File: src/design/chm_fifo.sv
// small register queue used between the stages and at the output
// depends on nothing but its parameters
module chm_fifo #(
  parameter int WIDTH = 8,
  parameter int DEPTH = 2
) (
  input  logic             clk_i,
  input  logic             rst_ni,
  input  logic             push_i,
  input  logic [WIDTH-1:0] data_i,
  output logic             full_o,
  input  logic             pop_i,
  output logic [WIDTH-1:0] data_o,
  output logic             empty_o
);
  localparam int AW = (DEPTH > 1) ? $clog2(DEPTH) : 1;
  localparam int CW = $clog2(DEPTH + 1);

  logic [WIDTH-1:0] mem_q [DEPTH];
  logic [AW-1:0] wptr_q, rptr_q;
  logic [CW-1:0] count_q;
  logic do_push, do_pop;

  assign full_o  = (count_q == CW'(DEPTH));
  assign empty_o = (count_q == '0);
  assign do_push = push_i && !full_o;
  assign do_pop  = pop_i && !empty_o;
  assign data_o  = mem_q[rptr_q];

  always_ff @(posedge clk_i) begin
    if (do_push) begin
      mem_q[wptr_q] <= data_i;
    end
  end

  always_ff @(posedge clk_i or negedge rst_ni) begin
    if (!rst_ni) begin
      wptr_q  <= '0;
      rptr_q  <= '0;
      count_q <= '0;
    end else begin
      if (do_push) begin
        wptr_q <= (wptr_q == AW'(DEPTH - 1)) ? '0 : wptr_q + 1'b1;
      end
      if (do_pop) begin
        rptr_q <= (rptr_q == AW'(DEPTH - 1)) ? '0 : rptr_q + 1'b1;
      end
      if (do_push && !do_pop) begin
        count_q <= count_q + 1'b1;
      end else if (do_pop && !do_push) begin
        count_q <= count_q - 1'b1;
      end
    end
  end
endmodule

File: config.mk
export PLATFORM = sky130hd
export DESIGN_NAME = chm_fifo
export DESIGN_NICKNAME = d
export VERILOG_FILES = /design/src/design/chm_fifo.sv
export SDC_FILE = /design/constraint.sdc
export NUM_CORES = 1
export LEC_CHECK = 0
export BUFFER_PORTS_ARGS = -buffer_cell sky130_fd_sc_hd__buf_4
export CAP_MARGIN = 30
export CORE_MARGIN = 4
export CORE_UTILIZATION = 50
export CTS_CLUSTER_DIAMETER = 50
export DETAILED_ROUTE_END_ITERATION = 12
export PLACE_DENSITY = 0.86
export SLEW_MARGIN = 20
export SYNTH_ARGS = -nofsm -noshare
export SYNTH_HDL_FRONTEND = slang
export SYNTH_SLANG_ARGS = --single-unit
File: constraint.sdc
create_clock -name clk_i -period 4.6 [get_ports clk_i]
set_clock_uncertainty 0.1 [all_clocks]
set_input_delay 0.46 -clock clk_i [delete_from_list [all_inputs] [get_ports clk_i]]
set_output_delay 0.46 -clock clk_i [all_outputs]
set_load 0.02 [all_outputs]
==> impl_metrics.csv <==
group,metric,value,unit
setup_path,r2r_start,"count_q[0]",
setup_path,path_buf_inv,1,
clocking,insertion_delay,0.30,ns
hold_path,hp-class,"in -> reg",
hold_path,hold_end,"mem_q[0][3]",
floorplanning,core_area,1490,µm²
floorplanning,num_rows,14,
timing,finalCritPeriodShare,0.433,
layout,final_nets,83,
layout,areaGrowthSynthToFinish,28.0,%
yosys,synth_most_common_cell,"edfxtp_1",
layout,drive_gt1_frac,0.420,
setup_path,worst-path-max-fanout,9,
setup_path,worst_setup_path_end_kind,"output port",
power,p_leak,0.417,nW
setup_path,cp_num_cells,2,
setup_path,cp_slowest_cell,"dfrtp_1",
power,power_switching_share,0.338,
timing,slew_violations,0,
global_routing,met1_usage,0.145,
yosys,ys.warnings.count,0,
drt,drt_wl_total,1220,µm
yosys,synth_cell_types,15,
clocking,clock_tree.root_cell,"clkbuf_4",
power,p_per_area,633,nW/µm²
yosys,synth_cells,44,
clocking,cts_resized,0,
timing,setup_viol,0,
power,vdd_ir_drop_max,0.338,mV
yosys,synth.avg_cell_area,17.8,µm²
floorplanning,start_util,0.525,
clocking,h-tree-depth,1,
run_status,outcome,"finished clean",
global_routing,antenna_found_initial,0,
yosys,synth_ff_type,"edfxtp_1",
yosys,syn_nets,57,
hold_path,worstHoldPathCells,1,
yosys,netlist_area,782,µm²
global_routing,grt_pass1_vias,459,
drt,routed_via_density,5.18,
yosys,yosysTopAreaCell,"edfxtp_1",
setup_path,max_stage_delay,0.60,ns
drt,antenna_left,0,
drt,wl_per_cell,14.3,µm
setup_path,path_delay_family,"flip-flops",
clocking,cts_setup_buffers,0,
setup_path,crit_chain,"mux2_2 > buf_4",
timing,slew_headroom,0.571,
power,pwr-share-clk,0.157,
timing,max_freq,0.502,GHz
global_routing,grt-ovfl-total,0,
clocking,clkTransAtPathRegs,0.11,ns
floorplanning,die_w,47.5,µm
setup_path,critical_path_class,"reg -> out",
global_routing,grtUsageMet3,0.0414,
clocking,cts_buffer_depth,2,
power,power,634,µW
timing,finalHoldViolCount,0,
clocking,cts_tree,"done",
timing,fin_crit,1.99,ns
global_routing,grt_usage,0.131,
power,intPower,420,µW
global_routing,busiest_layer,"met2",
setup_path,worstPathArrival,1.43,ns
floorplanning,pin_count,22,
yosys,yosysSeqAreaShare,0.742,
yosys,synth_top_area_share,0.614,
place,dpl.hpwl,884,µm
timing,rsz0062_at_grt,"no",
floorplanning,dieArea,2260,µm²
clocking,cts_num_sinks,20,
hold_path,hp-start,"data_i[3]",
drt,num_vias,440,
clocking,cts_hold_buf,1,
power,p_comb_frac,0.382,
timing,worstMarginPinSlew,0.640,ns
yosys,postSynth.asyncResetShare,0.200,
power,p_sw,214,µW
setup_path,cp_data_required_time,4.04,ns
global_routing,grt_pass1_wl,1960,µm
flow_run,maxCapViolations,0,
floorplanning,die_h,47.5,µm
drt,firstDrtPassIters,2,
yosys,synthTopCellsByCount,"edfxtp_1 (16), mux2_1 (6), dfrtp_1 (4)",
timing,whs,0.238,ns
setup_path,regToRegEndpoint,"mem_q[0][1]",
setup_path,ff2ff_path_depth,3,
yosys,ys_seq_elements,20,
layout,n_antenna_cell,0,
place,port_buffers,21,
yosys,ys_top_cells_by_area,"edfxtp_1 (61%), dfrtp_1 (13%), mux2_1 (8.6%)",
layout,final_core_util,0.672,
yosys,synth_edf_count,16,
timing,tns,0,ns
drt,route.detailed.drc,0,
setup_path,regToRegSetupSlack,2.91,ns
place,gp_congestion,0.659,
setup_path,crit_path_start_kind,"register",
drt,drt_iter0_markers,1,
power,p_seq_frac,0.461,
clocking,cts_buffers,3,
global_routing,grt.met2_usage,0.233,
global_routing,grt_max_degree,12,
worst reg2reg max path, cell delays in order (launching register included):
cell and delay, ns:
dfrtp_1 0.44, nand2b_1 0.19, nand2_2 0.10, nor2_1 0.50
layer usage:
metal  routed length, µm  share of wire
met4                   8         0.0066
met5                   0              0
met1                 510           0.42
met3                  80          0.066
met2                 617           0.51
kinds of logic (layout without fill, tap and decap cells):
family	Yosys count	in the layout	synth area share
AOI/OAI and AO/OA	1	1	0.00639
and+or+nand+nor	6	6	0.0384
muxes	8	8	0.115
xor gates and xnor gates	5	5	0.0656
adders and majority gates	1	1	0.0160
DFF	20	20	0.742
buffers and inverters	3	28	0.0160
layout by cell type, fill, tap and decap left out, types with 2 or more instances in the layout:
master,instances
xnor2_1,2
buf_4,21
edfxtp_1,16
inv_1,2
dfrtp_1,4
mux2_2,2
xor2_1,2
mux2_1,6
clkbuf_4,3
nor2_1,3
flip-flops by register name (all words and copies together), names as in the netlist:
| name | count |
|---|---|
| count_q | 2 |
| mem_q | 16 |
| rptr_q | 1 |
| wptr_q | 1 |
power by group through the flow:
stage	logic [mW]	registers (mW)	clock network, mW
2_1_floorplan	0.174	0.276	0
3_3_place_gp	0.240	0.294	0
3_5_place_dp	0.244	0.298	0
4_1_cts	0.247	0.294	0.102
5_1_grt	0.265	0.300	0.113
6_report	0.242	0.292	0.0996
worst max path at each step:
stage / from / to / slack, ns
floorplan: count_q[0] / mem_q[0][0] / 3.11
global placement: rptr_q / data_o[2] / 2.94
detailed placement: count_q[0] / mem_q[0][6] / 2.90
CTS: rptr_q / data_o[2] / 2.59
global route: rptr_q / data_o[2] / 2.53
finish: rptr_q / data_o[2] / 2.61
through the flow:
| stage | cells | area (µm²) | worst slack [ns] |
|---|---|---|---|
| after floorplan | 44 | 782 | 3.11 |
| after CTS | 85 | 1000 | 2.59 |
| after global placement | 80 | 955 | 2.94 |
| final | 85 | 1000 | 2.61 |
| after detailed placement | 80 | 955 | 2.90 |
| after global routing | 85 | 1000 | 2.53 |
final cells by class:
class	instances	area, µm²
tap	16	20.0
multi-input combinational	21	189
fill	112	488
sequential	20	581
inverter	2	7.51
clock buffer	4	36.3
timing repair buffer	22	168
No activity file was read; power rests on OpenSTA's default activity.
