File: src/design/chm_pkg.sv
// shared types and constants of the chained hash map
// no dependencies
package chm_pkg;

  localparam int ENTRIES_DEF  = 64;
  localparam int BUCKETS_DEF  = 64;
  localparam int QUEUE_DEPTH  = 2;
  localparam int KEY_W        = 120;
  localparam int KEY_LOW_W    = 64;
  localparam int KEY_HIGH_W   = 56;
  localparam int KEY_BYTES    = 15;
  localparam int LEN_W        = 4;
  localparam int VAL_W        = 64;
  localparam int CNT_W        = 7;
  localparam int CFG_W        = 7;
  localparam int MAX_BKT_W    = 12;
  localparam logic [CFG_W-1:0] CFG_RESET = 7'd64;
  localparam logic [31:0] HASH_SEED = 32'd5381;
  localparam logic [31:0] HASH_MUL  = 32'h5bd1e995;
  localparam int SH_K = 24;
  localparam int SH_A = 13;
  localparam int SH_B = 15;

  typedef enum logic [1:0] {
    OP_GET   = 2'd0,
    OP_SET   = 2'd1,
    OP_DEL   = 2'd2,
    OP_CLEAN = 2'd3
  } op_e;

  typedef enum logic [1:0] {
    ST_OK        = 2'd0,
    ST_NOT_FOUND = 2'd1,
    ST_PRESENT   = 2'd2,
    ST_FULL      = 2'd3
  } status_e;

  typedef struct packed {
    op_e                  op;
    logic [KEY_W-1:0]     key;
    logic [LEN_W-1:0]     len;
    logic [VAL_W-1:0]     value;
    logic [MAX_BKT_W-1:0] bucket;
  } req_t;

  typedef struct packed {
    status_e          status;
    logic [VAL_W-1:0] value;
    logic [CNT_W-1:0] cleared;
  } res_t;

endpackage

File: src/design/chm_front.sv
// front stage: takes transactions, masks the key, hashes it and reduces to a bucket
// depends on chm_pkg
module chm_front #(
  parameter int BUCKETS = chm_pkg::BUCKETS_DEF
) (
  input  logic                         clk_i,
  input  logic                         rst_ni,
  input  logic                         push,
  output logic                         full,
  input  logic [1:0]                   operation_i,
  input  logic [chm_pkg::KEY_LOW_W-1:0]  key_low_i,
  input  logic [chm_pkg::KEY_HIGH_W-1:0] key_high_i,
  input  logic [chm_pkg::LEN_W-1:0]    key_length_i,
  input  logic [chm_pkg::VAL_W-1:0]    value_in_i,
  input  logic [chm_pkg::CFG_W-1:0]    bucket_count_i,
  output logic                         req_valid_o,
  output chm_pkg::req_t                req_o,
  input  logic                         req_ready_i
);
  import chm_pkg::*;

  localparam int RW = $clog2(BUCKETS + 1) + 1;

  typedef enum logic [8:0] {
    F_IDLE = 9'b000000001,
    F_K1   = 9'b000000010,
    F_K2   = 9'b000000100,
    F_H    = 9'b000001000,
    F_TAIL = 9'b000010000,
    F_FIN1 = 9'b000100000,
    F_FIN2 = 9'b001000000,
    F_MOD  = 9'b010000000,
    F_PUSH = 9'b100000000
  } fstate_e;

  fstate_e state_q, state_d;
  req_t item_q, item_d;
  logic [31:0] h_q, h_d, k_q, k_d;
  logic [1:0] pos_q, pos_d;
  logic [LEN_W-1:0] rest_q, rest_d;
  logic [4:0] bit_q, bit_d;
  logic [RW-1:0] rem_q, rem_d, div_q, div_d, rem_try;
  logic [31:0] div32, word, mul_a, mul_p, k_mix;
  logic [KEY_W-1:0] raw_key, masked_key;
  logic [127:0] key_ext;

  assign raw_key = {key_high_i, key_low_i};

  always_comb begin
    masked_key = '0;
    for (int b = 0; b < KEY_BYTES; b++) begin
      if (LEN_W'(b) < key_length_i) begin
        masked_key[b*8 +: 8] = raw_key[b*8 +: 8];
      end
    end
  end

  // divisor clamp: zero acts as one, above the bucket store as its size
  always_comb begin
    div32 = 32'(bucket_count_i);
    if (div32 == 32'd0) begin
      div32 = 32'd1;
    end else if (div32 > 32'(BUCKETS)) begin
      div32 = 32'(BUCKETS);
    end
  end

  // key padded to four whole words so the last tail word reads zeros
  assign key_ext = {8'h00, item_q.key};
  assign word    = key_ext[{pos_q, 5'd0} +: 32];
  assign k_mix   = k_q ^ (k_q >> SH_K);
  assign rem_try = {rem_q[RW-2:0], h_q[31]};

  // the one shared multiplier
  always_comb begin
    case (state_q)
      F_K1:    mul_a = word;
      F_K2:    mul_a = k_mix;
      F_H:     mul_a = h_q;
      F_TAIL:  mul_a = h_q ^ word;
      F_FIN1:  mul_a = h_q ^ (h_q >> SH_A);
      default: mul_a = h_q;
    endcase
  end
  assign mul_p = mul_a * HASH_MUL;

  assign full        = (state_q != F_IDLE);
  assign req_valid_o = (state_q == F_PUSH);

  always_comb begin
    req_o        = item_q;
    req_o.bucket = MAX_BKT_W'(rem_q);
  end

  always_comb begin
    state_d = state_q;
    item_d  = item_q;
    h_d     = h_q;
    k_d     = k_q;
    pos_d   = pos_q;
    rest_d  = rest_q;
    bit_d   = bit_q;
    rem_d   = rem_q;
    div_d   = div_q;
    case (state_q)
      F_IDLE: begin
        if (push) begin
          item_d.op     = op_e'(operation_i);
          item_d.key    = masked_key;
          item_d.len    = key_length_i;
          item_d.value  = value_in_i;
          item_d.bucket = '0;
          h_d    = HASH_SEED ^ 32'(key_length_i);
          pos_d  = '0;
          rest_d = key_length_i;
          rem_d  = '0;
          div_d  = div32[RW-1:0];
          state_d = (op_e'(operation_i) == OP_CLEAN) ? F_PUSH : F_K1;
        end
      end
      F_K1: begin
        if (rest_q >= LEN_W'(4)) begin
          k_d = mul_p;
          state_d = F_K2;
        end else begin
          state_d = F_TAIL;
        end
      end
      F_K2: begin
        k_d = mul_p;
        state_d = F_H;
      end
      F_H: begin
        h_d    = mul_p ^ k_q;
        pos_d  = pos_q + 2'd1;
        rest_d = rest_q - LEN_W'(4);
        state_d = F_K1;
      end
      F_TAIL: begin
        // bytes past the length are already zero
        h_d = (rest_q != '0) ? mul_p : h_q;
        state_d = F_FIN1;
      end
      F_FIN1: begin
        h_d = mul_p;
        state_d = F_FIN2;
      end
      F_FIN2: begin
        h_d   = h_q ^ (h_q >> SH_B);
        bit_d = '0;
        rem_d = '0;
        state_d = F_MOD;
      end
      F_MOD: begin
        rem_d = (rem_try >= div_q) ? rem_try - div_q : rem_try;
        h_d   = h_q << 1;
        bit_d = bit_q + 5'd1;
        if (bit_q == 5'd31) begin
          state_d = F_PUSH;
        end
      end
      F_PUSH: begin
        if (req_ready_i) begin
          state_d = F_IDLE;
        end
      end
      default: state_d = F_IDLE;
    endcase
  end

  always_ff @(posedge clk_i) begin
    item_q <= item_d;
    h_q    <= h_d;
    k_q    <= k_d;
    pos_q  <= pos_d;
    rest_q <= rest_d;
    bit_q  <= bit_d;
    rem_q  <= rem_d;
    div_q  <= div_d;
  end

  always_ff @(posedge clk_i or negedge rst_ni) begin
    if (!rst_ni) begin
      state_q <= F_IDLE;
    end else begin
      state_q <= state_d;
    end
  end
endmodule

File: config.mk
export PLATFORM = sky130hd
export DESIGN_NAME = chm_front
export DESIGN_NICKNAME = d
export VERILOG_FILES = /design/src/design/chm_pkg.sv /design/src/design/chm_front.sv
export SDC_FILE = /design/constraint.sdc
export NUM_CORES = 1
export LEC_CHECK = 0
export BUFFER_PORTS_ARGS = -buffer_cell sky130_fd_sc_hd__buf_4
export CELL_PAD_IN_SITES_DETAIL_PLACEMENT = 0
export CELL_PAD_IN_SITES_GLOBAL_PLACEMENT = 2
export CORE_ASPECT_RATIO = 0.75
export CORE_MARGIN = 2
export CORE_UTILIZATION = 35
export CTS_BUF_LIST = sky130_fd_sc_hd__clkbuf_2
export CTS_CLUSTER_DIAMETER = 120
export DETAILED_ROUTE_END_ITERATION = 12
export PLACE_DENSITY = 0.87
export RECOVER_POWER = 100
export SETUP_SLACK_MARGIN = 0.3
export SYNTH_ARGS = -nofsm -noshare
export SYNTH_HDL_FRONTEND = slang
export SYNTH_SLANG_ARGS = --single-unit
File: constraint.sdc
create_clock -name clk_i -period 9.32 [get_ports clk_i]
set_input_delay 1.864 -clock clk_i [delete_from_list [all_inputs] [get_ports clk_i]]
set_output_delay 1.864 -clock clk_i [all_outputs]
set_load 0.02 [all_outputs]
==> impl_metrics.env <==
export IMPL_vias_per_cell=5.130
export IMPL_final_nets=3051
export IMPL_grt_use_total_pct=24.47
export IMPL_synth_edf_count=280
export IMPL_violations="capacitance limit, slew limit"
export IMPL_antenna_found_initial=3
export IMPL_hold_viol_final=0
export IMPL_rsz0062_at_grt="yes"
export IMPL_regToRegSetupSlack_ns=0.41
export IMPL_critPathRequiredTime_ns=9.98
export IMPL_die_area_um2=65980
export IMPL_critPathLaunch="state_q[8]"
export IMPL_synth_cell_types=78
export IMPL_cap_violations=9
export IMPL_core_area_um2=63360
export IMPL_r2r_cells=31
export IMPL_report_final_slew_viol_count=373
export IMPL_cp_end_kind="flip-flop"
export IMPL_status="finished, violations left"
export IMPL_place_congestion=0.9286
export IMPL_cp_arrival_ns=9.58
export IMPL_first_global_vias=17514
export IMPL_port_buffer_count=400
export IMPL_fin_skew_ns=0.09555
export IMPL_finalCritPeriodShare_pct=95.65
export IMPL_ant_nets=0
export IMPL_synthCells=1936
export IMPL_multi_input_area_um2=12160
export IMPL_layout_cells_most_common="inv_1"
export IMPL_clockRootBuffer="clkbuf_2"
export IMPL_min_from="bit_q[0]"
export IMPL_clk_path_buf_depth=3
export IMPL_yosys_warnings=0
export IMPL_netlist_area_leader_share_pct=37.58
export IMPL_worstReg2RegEnd="h_q[21]"
export IMPL_syn_avg_cell_area_um2=11.56
export IMPL_async_reset_ff_share_pct=3.114
export IMPL_max_slew_margin_pct=-259.7
export IMPL_holdWs_ns=0.6131
export IMPL_grt_pass1_wl_mm=116.6
export IMPL_ioPinCount=405
export IMPL_wl_per_cell_um=24.04
export IMPL_syn_area_um2=22370
export IMPL_worstPathMaxFanout=11
export IMPL_ys_ff_latch=289
export IMPL_die_y_um=223.0
export IMPL_mostFrequentLayoutCells="inv_1, edfxtp_1, clkbuf_1"
export IMPL_slowest_stage="or3b_2"
export IMPL_area_growth_pct=20.10
export IMPL_grt_max_degree=121
export IMPL_cp_common_cell="fa_1"
export IMPL_hpwl_mm=65.79
export IMPL_fmax_mhz=112.2
export IMPL_ys_flop_type="edfxtp_1"
export IMPL_worstHoldPathType="reg2reg"
export IMPL_timing_rr_start="state_q[8]"
export IMPL_dr_pass1_iters=7
export IMPL_ctsHoldBuffers=0
export IMPL_first_iter_violations=1656
export IMPL_die_w_um=295.9
export IMPL_clock_sinks=289
export IMPL_tightest_slew_ns=5.366
export IMPL_initial_core_util_pct=35.31
export IMPL_fin_area_um2=26870
export IMPL_wl_mm=81.07
export IMPL_fp_row_count=80
export IMPL_ys_top_cells_by_area="edfxtp_1, fa_1, ha_1"
export IMPL_cts_tree="done"
export IMPL_placed_cell_area_um2=26820
export IMPL_numCtsBuffers=81
export IMPL_worst_setup_path_start_kind="flip-flop"
export IMPL_vias=17298
export IMPL_clock_latency_ns=1.08
export IMPL_ff_latch_area_um2=8635
export IMPL_overflow=0
export IMPL_fin_cells=3372
export IMPL_dp_cells=3207
export IMPL_setup_viol=0
export IMPL_post_route_min_period_ns=8.915
export IMPL_h_tree_depth=3
export IMPL_fillers=6231
export IMPL_path_clk_slew_ns=0.11
export IMPL_crit_end="h_q[21]"
export IMPL_max_stage_delay_ns=0.58
export IMPL_synth_area_leader_cell="edfxtp_1"
export IMPL_drc=0
export IMPL_fin_tns_setup_ns=0
export IMPL_ys_seq_area_share_pct=38.60
export IMPL_critical_path_class="reg2reg"
export IMPL_drive_gt1_share_pct=17.24
==> how the worst min path moves through the flow <==
stage | cells after the start | slack [ns] | to
2_1_floorplan | 1 | 0.56 | bit_q[0]
3_3_place_gp | 1 | 0.58 | bit_q[0]
3_5_place_dp | 1 | 0.59 | bit_q[0]
4_1_cts | 1 | 0.55 | state_q[1]
5_1_grt | 1 | 0.65 | bit_q[0]
6_report | 1 | 0.61 | bit_q[0]
==> stage by stage <==
step,utilization (%),setup WS (ns)
final,42.41,0.4053
after detailed placement,42.32,0.2877
after floorplan,-,0.2136
after CTS,43.58,0.3270
after global placement,42.32,0.3452
after global routing,42.41,0.07744
==> synthesized netlist by cell type (5+ instances only) <==
master and number:
a21oi_1 39, clkbuf_1 45, o21ai_0 117, dfrtp_1 8
xnor2_1 79, nor2_1 81, inv_1 369, fa_1 182
nand4_1 5, a222oi_1 22, mux4_2 24, a221o_1 10
edfxtp_1 280, nand2_1 60, buf_1 8, buf_2 5
nand2b_1 8, and2_1 47, nor3_1 10, and3_1 30
ha_1 226, a21o_1 19, xor2_1 46, nor2b_1 73
a22oi_1 24, o21a_1 6, nand3_1 13, mux2i_1 8
==> logic make-up (layout without fill, tap and decap cells) <==
| family | count (synthesis) | after routing | synth area share [%] |
|---|---|---|---|
| AO/OA/AOI/OAI | 288 | 288 | 8.423 |
| XOR/XNOR | 128 | 128 | 5.179 |
| adder cells (fa/ha/maj) | 408 | 408 | 28.93 |
| buffers and inverters | 435 | 1002 | 7.489 |
| flip-flops | 289 | 289 | 38.60 |
| multiplexers | 33 | 33 | 2.824 |
| other | 1 | 9 | 0.01676 |
| AND/OR/NAND/NOR | 354 | 354 | 8.546 |
==> critical path: cells and delay by family (launching register included) <==
kind                     cells  cell delay (ns)
AND/OR/NAND/NOR              8             2.17
XOR/XNOR                     2             0.73
adder cells (fa/ha/maj)      9             3.83
buffers and inverters        8             0.86
flip-flops                   1             0.46
AO/OA/AOI/OAI                4             0.44
==> registers in the layout, indices dropped and copies added, names as in the netlist <==
name	flops
req_o	190
h_q	32
k_q	32
state_q	9
rem_q	8
div_q	7
bit_q	5
rest_q	4
pos_q	2
==> layout make-up <==
cell class / instances / share of cell area (%)
diodes: 5 / 0.04657
clock inverters: 25 / 0.5169
flip-flops and latches: 289 / 32.14
inverters: 371 / 5.234
multi-input cells: 1215 / 45.24
well taps: 861 / 4.009
repair buffers: 484 / 10.54
clock buffers: 122 / 2.273
==> per-layer routing <==
metal  global-route usage (%)  share of wire (%)  up-vias
met5                   0.2217              0.014        -
met1                    34.98                 43     8617
li1                         -                  -     7657
met3                    8.498                 11      111
met2                    34.75                 43      911
met4                    7.283                2.7        2
==> repair_timing <==
item	CTS	global route
gates resized for setup	2	28
pin swaps	2	5
cloned	0	1
setup buffers	4	8
endpoints found under the setup margin	4	17
Power is left out: the tool's default activity adds up to more than one toggle a clock period on the data nets, which glitch-free logic cannot reach.
